## src/sv/wsd_pkg.sv

```systemverilog
// Shared types, codes and the opcode decode for the WebSocket frame deframer.
// Used by wsd_parser, websocket_frame_deframer_top and wsd_checker; no dependencies.
package wsd_pkg;

  localparam logic IN_KIND_BYTE  = 1'b0;
  localparam logic IN_KIND_RESET = 1'b1;

  localparam logic [2:0] FK_TEXT   = 3'd0;
  localparam logic [2:0] FK_BINARY = 3'd1;
  localparam logic [2:0] FK_CLOSE  = 3'd2;
  localparam logic [2:0] FK_PING   = 3'd3;
  localparam logic [2:0] FK_PONG   = 3'd4;
  localparam logic [2:0] FK_OTHER  = 3'd5;

  localparam logic [2:0] OC_OK       = 3'd0;
  localparam logic [2:0] OC_CLOSE    = 3'd1;
  localparam logic [2:0] OC_UNMASKED = 3'd2;
  localparam logic [2:0] OC_BAD_OP   = 3'd3;
  localparam logic [2:0] OC_IGNORED  = 3'd4;

  localparam logic [3:0] OP_TEXT   = 4'h1;
  localparam logic [3:0] OP_BINARY = 4'h2;
  localparam logic [3:0] OP_CLOSE  = 4'h8;
  localparam logic [3:0] OP_PING   = 4'h9;
  localparam logic [3:0] OP_PONG   = 4'hA;

  localparam logic [6:0] LEN_EXT16 = 7'd126;
  localparam logic [6:0] LEN_EXT64 = 7'd127;

  localparam logic [3:0] EXT16_BYTES = 4'd2;
  localparam logic [3:0] EXT64_BYTES = 4'd8;
  localparam logic [3:0] KEY_BYTES   = 4'd4;

  typedef struct packed {
    logic [7:0]  payload_byte;
    logic        payload_valid;
    logic [2:0]  frame_kind;
    logic        header_done;
    logic [63:0] payload_length;
    logic        frame_end;
    logic [2:0]  outcome;
  } result_t;

  function automatic logic [2:0] kind_of(input logic [3:0] op);
    logic [2:0] k;
    unique case (op)
      OP_TEXT:   k = FK_TEXT;
      OP_BINARY: k = FK_BINARY;
      OP_CLOSE:  k = FK_CLOSE;
      OP_PING:   k = FK_PING;
      OP_PONG:   k = FK_PONG;
      default:   k = FK_OTHER;
    endcase
    return k;
  endfunction

endpackage

```

## src/sv/wsd_parser.sv

```systemverilog
// Per-byte frame parser: holds the header, mask key and length state and
// forms one result per accepted item. Depends on wsd_pkg.
module wsd_parser (
  input  logic             clk_i,
  input  logic             rst_ni,
  input  logic             step_i,
  input  logic             kind_i,
  input  logic [7:0]       data_byte_i,
  output wsd_pkg::result_t res_o
);

  typedef enum logic [2:0] {
    PH_HDR0,
    PH_HDR1,
    PH_EXT,
    PH_KEY,
    PH_PAY,
    PH_CLOSED
  } phase_e;

  phase_e      phase_q, phase_d;
  logic [3:0]  hcount_q, hcount_d;
  logic [3:0]  opcode_q, opcode_d;
  logic        mask_q, mask_d;
  logic [63:0] length_q, length_d;
  logic [31:0] key_q, key_d;
  logic [63:0] left_q, left_d;
  logic [1:0]  kidx_q, kidx_d;

  logic [3:0]  hcount_dec;
  logic [7:0]  key_byte;
  logic [2:0]  cur_kind;
  logic [2:0]  end_outcome;
  phase_e      end_phase;

  assign hcount_dec = hcount_q - 4'd1;
  assign cur_kind   = wsd_pkg::kind_of(opcode_q);

  always_comb begin
    case (kidx_q)
      2'd0:    key_byte = key_q[31:24];
      2'd1:    key_byte = key_q[23:16];
      2'd2:    key_byte = key_q[15:8];
      default: key_byte = key_q[7:0];
    endcase
  end

  // Outcome and next phase when the current frame completes.
  always_comb begin
    case (cur_kind)
      wsd_pkg::FK_CLOSE: begin
        end_outcome = wsd_pkg::OC_CLOSE;
        end_phase   = PH_CLOSED;
      end
      wsd_pkg::FK_OTHER: begin
        end_outcome = wsd_pkg::OC_BAD_OP;
        end_phase   = PH_CLOSED;
      end
      default: begin
        end_outcome = wsd_pkg::OC_OK;
        end_phase   = PH_HDR0;
      end
    endcase
  end

  always_comb begin
    phase_d  = phase_q;
    hcount_d = hcount_q;
    opcode_d = opcode_q;
    mask_d   = mask_q;
    length_d = length_q;
    key_d    = key_q;
    left_d   = left_q;
    kidx_d   = kidx_q;
    res_o    = '0;

    if (kind_i == wsd_pkg::IN_KIND_RESET) begin
      phase_d  = PH_HDR0;
      hcount_d = '0;
      opcode_d = '0;
      mask_d   = 1'b0;
      length_d = '0;
      key_d    = '0;
      left_d   = '0;
      kidx_d   = '0;
    end else begin
      unique case (phase_q)
        PH_HDR0: begin
          opcode_d = data_byte_i[3:0];
          phase_d  = PH_HDR1;
        end
        PH_HDR1: begin
          mask_d   = data_byte_i[7];
          length_d = '0;
          if (data_byte_i[6:0] == wsd_pkg::LEN_EXT16) begin
            hcount_d = wsd_pkg::EXT16_BYTES;
            phase_d  = PH_EXT;
          end else if (data_byte_i[6:0] == wsd_pkg::LEN_EXT64) begin
            hcount_d = wsd_pkg::EXT64_BYTES;
            phase_d  = PH_EXT;
          end else begin
            length_d = {57'd0, data_byte_i[6:0]};
            if (!data_byte_i[7]) begin
              res_o.outcome = wsd_pkg::OC_UNMASKED;
              phase_d       = PH_CLOSED;
            end else begin
              hcount_d = wsd_pkg::KEY_BYTES;
              phase_d  = PH_KEY;
            end
          end
        end
        PH_EXT: begin
          length_d = {length_q[55:0], data_byte_i};
          hcount_d = hcount_dec;
          if (hcount_dec == 4'd0) begin
            if (!mask_q) begin
              res_o.outcome = wsd_pkg::OC_UNMASKED;
              phase_d       = PH_CLOSED;
            end else begin
              hcount_d = wsd_pkg::KEY_BYTES;
              phase_d  = PH_KEY;
            end
          end
        end
        PH_KEY: begin
          key_d    = {key_q[23:0], data_byte_i};
          hcount_d = hcount_dec;
          if (hcount_dec == 4'd0) begin
            res_o.header_done    = 1'b1;
            res_o.payload_length = length_q;
            left_d               = length_q;
            kidx_d               = '0;
            if (length_q == 64'd0) begin
              res_o.frame_end = 1'b1;
              res_o.outcome   = end_outcome;
              phase_d         = end_phase;
            end else begin
              phase_d = PH_PAY;
            end
          end
        end
        PH_PAY: begin
          if (cur_kind != wsd_pkg::FK_OTHER) begin
            res_o.payload_byte  = data_byte_i ^ key_byte;
            res_o.payload_valid = 1'b1;
          end
          kidx_d = kidx_q + 2'd1;
          left_d = left_q - 64'd1;
          if (left_q == 64'd1) begin
            res_o.frame_end = 1'b1;
            res_o.outcome   = end_outcome;
            phase_d         = end_phase;
          end
        end
        default: begin
          phase_d = PH_CLOSED;
        end
      endcase

      if (phase_q == PH_CLOSED) begin
        res_o.outcome = wsd_pkg::OC_IGNORED;
      end else begin
        res_o.frame_kind = wsd_pkg::kind_of(opcode_d);
      end
    end
  end

  always_ff @(posedge clk_i or negedge rst_ni) begin
    if (!rst_ni) begin
      phase_q  <= PH_HDR0;
      hcount_q <= '0;
      opcode_q <= '0;
      mask_q   <= 1'b0;
      length_q <= '0;
      key_q    <= '0;
      left_q   <= '0;
      kidx_q   <= '0;
    end else if (step_i) begin
      phase_q  <= phase_d;
      hcount_q <= hcount_d;
      opcode_q <= opcode_d;
      mask_q   <= mask_d;
      length_q <= length_d;
      key_q    <= key_d;
      left_q   <= left_d;
      kidx_q   <= kidx_d;
    end
  end

endmodule

```

## src/sv/websocket_frame_deframer_top.sv

```systemverilog
// Top level of the WebSocket frame deframer: input handshake, parser and result register.
// Depends on wsd_pkg and wsd_parser.
//
//   channel  direction  handshake              payload
//   input    in         in_valid_i/in_stall_o  kind_i, data_byte_i
//   result   out        out_valid_o/out_stall_i payload_byte_o .. outcome_o
//
// Every accepted item yields exactly one result in the cycle after, and one item is taken
// per cycle while unstalled. The parser state and the result register load in the same cycle,
// so the rate is set by the result register alone: the input stalls only while a held result
// is itself stalled. Reset clears the parser state and the result valid flag.
module websocket_frame_deframer_top (
  input  logic        clk_i,
  input  logic        rst_ni,
  input  logic        in_valid_i,
  output logic        in_stall_o,
  input  logic        kind_i,
  input  logic [7:0]  data_byte_i,
  output logic        out_valid_o,
  input  logic        out_stall_i,
  output logic [7:0]  payload_byte_o,
  output logic        payload_valid_o,
  output logic [2:0]  frame_kind_o,
  output logic        header_done_o,
  output logic [63:0] payload_length_o,
  output logic        frame_end_o,
  output logic [2:0]  outcome_o
);

  logic             accept;
  logic             out_valid_q;
  wsd_pkg::result_t res;
  wsd_pkg::result_t res_q;

  assign in_stall_o = out_valid_q & out_stall_i;
  assign accept     = in_valid_i & ~in_stall_o;

  wsd_parser u_parser (
    .clk_i       (clk_i),
    .rst_ni      (rst_ni),
    .step_i      (accept),
    .kind_i      (kind_i),
    .data_byte_i (data_byte_i),
    .res_o       (res)
  );

  always_ff @(posedge clk_i or negedge rst_ni) begin
    if (!rst_ni) begin
      out_valid_q <= 1'b0;
    end else if (accept) begin
      out_valid_q <= 1'b1;
    end else if (!out_stall_i) begin
      out_valid_q <= 1'b0;
    end
  end

  always_ff @(posedge clk_i) begin
    if (accept) begin
      res_q <= res;
    end
  end

  assign out_valid_o      = out_valid_q;
  assign payload_byte_o   = res_q.payload_byte;
  assign payload_valid_o  = res_q.payload_valid;
  assign frame_kind_o     = res_q.frame_kind;
  assign header_done_o    = res_q.header_done;
  assign payload_length_o = res_q.payload_length;
  assign frame_end_o      = res_q.frame_end;
  assign outcome_o        = res_q.outcome;

endmodule

```

## config.mk

```make
export PLATFORM = sky130hd
export DESIGN_NAME = websocket_frame_deframer_top
export DESIGN_NICKNAME = d
export VERILOG_FILES = /design/src/sv/wsd_pkg.sv /design/src/sv/wsd_parser.sv /design/src/sv/websocket_frame_deframer_top.sv
export SDC_FILE = /design/constraint.sdc
export NUM_CORES = 1
export LEC_CHECK = 0
export BUFFER_PORTS_ARGS = -buffer_cell sky130_fd_sc_hd__buf_2
export CORE_MARGIN = 2
export CORE_UTILIZATION = 40
export CTS_CLUSTER_SIZE = 20
export DETAILED_ROUTE_END_ITERATION = 10
export PLACE_DENSITY_LB_ADDON = 0.15
export SLEW_MARGIN = 20
export SYNTH_ARGS = -nofsm -noshare
export SYNTH_HDL_FRONTEND = slang
export SYNTH_SLANG_ARGS = --single-unit
export TNS_END_PERCENT = 30
```

## constraint.sdc

```tcl
create_clock -name clk_i -period 4.2 [get_ports clk_i]
set_input_delay 0.84 -clock clk_i [delete_from_list [all_inputs] [get_ports clk_i]]
set_output_delay 0.84 -clock clk_i [all_outputs]
set_load 0.02 [all_outputs]
```

==> summary.md <==
| Metric | Value |
|---|---|
| TritonCTS clock tree | `built` |
| Synth area leaders | `dfrtp_1 (35%), edfxtp_1 (20%), o21ai_0 (6.7%), nand2_1 (5.5%), and2_1 (3.5%)` |
| Placed Cells | `1707` |
| DR iter-0 viols | `915` |
| Critical Path Fanout Max | `14` |
| Worst reg2reg path startpoint | `u_parser.hcount_q[0]` |
| Reg2reg end | `u_parser.left_q[57]` |
| Die Y | `180 um` |
| Syn nets | `1287` |
| Vias in the first global route | `9910` |
| Fin. Hold Viols | `0` |
| Layout Nets | `1364` |
| Clock-pin slew on the worst setup and hold paths | `0.06 ns` |
| Final Max Slew Viols | `0` |
| Register area share after synthesis | `0.550` |
| Pre-antenna DRT Iters | `5` |
| Core ar. | `30500 sq um` |
| H-tree Lvls | `1` |
| Maximum VDD drop | `283 uV` |
| Synth warn | `0` |
| Mapped Cells | `1266` |
| First-pass GRT wire length | `57000 um` |
| Post-CTS Hold Buffers | `0` |
| Period utilization | `0.745` |
| FP Rows | `64` |
| Cell Count, Final, Fillers Out | `1761` |
| Syn Std Cell Area | `12400 sq um` |
| Top-count cell post-synth | `nand2_1` |
| CP required | `4.64 ns` |
| Worst-Skew Late Latency | `0.55 ns` |
| Flops & latches, synth | `256` |
| Post-synth EDFFs | `81` |
| Total vias in the final route | `10162` |
| Final Setup Violations | `0` |
| Cell taking the most area after synthesis | `dfrtp_1` |
| Die area | `32400 sq um` |
| Clk_skew | `0.0150 ns` |
| CP delay by family, top | `simple AND/OR/NAND/NOR gates` |
| CP peak stage delay | `0.62 ns` |
| Antenna diode count | `0` |
| Share of layout cells above drive strength 1 | `0.145` |
| Max Cap Viol | `0` |
| Period minus WS final | `3.13 ns` |
| Leak | `5.99 nW` |
| Drt drc | `0` |
| Gr ovfl total | `0` |
| Kind of start point of the critical path | `register` |
| Fillers | `2906` |
| Yosys cell types | `67` |
| Crit-path slowest cell | `o31a_1` |
| DP HPWL | `23000 um` |
| Cts repair resizes | `0` |
| Via density | `5.77` |
| ANT nets after route | `0` |
| Proportion of netlist area held by the largest area contributor | `0.354` |
| Status | `completed` |
| Setup Buffers After CTS | `0` |
| Setup TNS | `0 ns` |
| Nature of the critical path endpoint | `register` |
| Max_slew headroom | `0.318` |
| R2r setup slk | `1.07 ns` |
| Worst EP arrival | `3.57 ns` |
| FFs w/ async S/R, synth | `0.684` |
| I/O pins | `96` |
| Final WL | `35200 um` |
| Worst-case reg-to-reg path depth | `8` |
| Synthesis-to-finish area growth | `15.3%` |
| CTS Sinks | `256` |
| Pwr dens | `508 nW/um^2` |
| Wire per inst | `20.0 um` |
| IO Port Bufs | `95` |
| CTS root buf | `clkbuf_16` |
| Max Clk Rate | `319 MHz` |
| Syn_area_per_cell | `9.78 sq um` |
| Die X | `180 um` |
| Maximum root-to-sink buffer count | `3` |
| GRT Overall Usage | `0.217` |
| Starting Density | `0.406` |
| CP bufs+invs | `1` |
| Top cells by count, synth | `nand2_1 (181), dfrtp_1 (175), o21ai_0 (165), nor2_1 (98), edfxtp_1 (81)` |
| RSZ-0062 raised after global routing | `false` |
| Crit Path Class | `reg2reg` |
| Hold Path Class | `in2async` |
| Slew @ Worst Pin | `1.02 ns` |
| Pin count of the biggest net entering global routing | `83` |
| CTS buffer count | `29` |
| CP Cell Sequence | `inv_1, ha_1, or3b_2, or4_1, nand2_1, o31a_1, o21ai_0, a22o_1` |
| Gpl congestion | `0.851` |
| Initial antenna violation count | `0` |
| Main synth FF type | `dfrtp_1` |
routing by layer:
metal | GRT usage | vias to the layer above | share of wire
met5 | 0 | - | 0
met4 | 0.0706 | 0 | 0.029
met3 | 0.0318 | 70 | 0.066
met2 | 0.347 | 351 | 0.46
met1 | 0.305 | 4972 | 0.45
li1 | - | 4769 | -
logic make-up after synthesis:
group / Yosys count / share of synthesized area
AO/OA/AOI/OAI: 363 / 0.184
XOR/XNOR: 13 / 0.00920
AND/OR/NAND/NOR: 517 / 0.209
buffers and inverters: 97 / 0.0295
multiplexers: 12 / 0.0103
flip-flops: 256 / 0.550
adder cells (fa/ha/maj): 8 / 0.00809
sequential cells by signal (all words and copies together), names as in the netlist:
register and count:
payload_valid_o 1, header_done_o 1, u_parser.phase_q 3, u_parser.key_q 32, out_valid_o 1, frame_end_o 1
u_parser.opcode_q 4, outcome_o 3, u_parser.left_q 64, u_parser.kidx_q 2, u_parser.hcount_q 4, payload_byte_o 8
frame_kind_o 3, payload_length_o 64, u_parser.length_q 64, u_parser.mask_q 1
cells in the final DEF (no fill, tap or decap), drive strengths merged, types with 5 or more instances in the layout:
cell type / netlist / routed
clkinv: 1 / 12
a22oi: 14 / 14
edfxtp: 81 / 81
o2bb2ai: 5 / 5
mux2: 6 / 6
o31a: 5 / 5
o22ai: 5 / 5
a222oi: 8 / 8
nor3: 32 / 32
or2: 5 / 5
ha: 8 / 8
or4: 8 / 8
clkbuf: 78 / 39
nor4: 44 / 44
mux2i: 6 / 6
o21ai: 171 / 171
a22o: 43 / 43
and3: 10 / 10
or3: 12 / 12
o31ai: 5 / 5
and2: 70 / 70
o211ai: 5 / 5
xnor2: 12 / 12
nand4: 15 / 15
dfrtp: 175 / 175
o21a: 6 / 6
nand2: 181 / 181
nand2b: 7 / 7
a31oi: 9 / 9
nand3: 16 / 16
a21oi: 58 / 58
inv: 16 / 16
buf: 2 / 126
nor2: 98 / 98
how the worst max path moves through the flow:
stage                     cells after the start                    to  slack (ns)                 start
after CTS                                     7  payload_length_o[10]        1.07  u_parser.hcount_q[0]
after global placement                        7  u_parser.length_q[5]        1.02           out_stall_i
after global routing                          7  payload_length_o[10]        0.82  u_parser.hcount_q[0]
after detailed placement                      7  u_parser.length_q[2]        0.96           out_stall_i
final                                         8   u_parser.left_q[57]        1.07  u_parser.hcount_q[0]
after floorplan                               8   u_parser.left_q[58]        0.89            in_valid_i
final cells by class:
class / instances / area, sq um / area share
well taps: 396 / 495 / 0.0347
clock buffers: 39 / 795 / 0.0557
repair buffers: 126 / 734 / 0.0515
flip-flops and latches: 256 / 6810 / 0.477
inverters: 17 / 65.1 / 0.00456
multi-input cells: 913 / 5250 / 0.368
clock inverters: 14 / 119 / 0.00833
worst reg2reg max path, cell delays in order (launching register included):
cell and delay [ns]:
dfrtp_1 0.45, inv_1 0.07, ha_1 0.22, or3b_2 0.47, or4_1 0.53, nand2_1 0.22
o31a_1 0.62, o21ai_0 0.24, a22o_1 0.22
metrics by stage:
stage	cell area, sq um	hold slack (ns)	utilization	total power [mW]	setup WS [ns]
finish	14300	0.372	0.468	7.25	1.07
global route	14300	0.420	0.468	7.61	0.819
CTS	14200	0.391	0.467	7.29	1.07
detailed placement	13300	0.487	0.437	4.80	0.957
global placement	13300	0.480	0.437	4.79	1.02
floorplan	12400	0.461	-	4.14	0.889
where the power goes:
| part | internal, mW | total [mW] | leakage (nW) | switching (mW) |
|---|---|---|---|---|
| Clock | 1.44 | 2.47 | 0.451 | 1.03 |
| Sequential | 2.71 | 2.89 | 3.23 | 0.173 |
| Combinational | 0.616 | 1.90 | 2.32 | 1.28 |
Power figures use the tool's default switching activity.
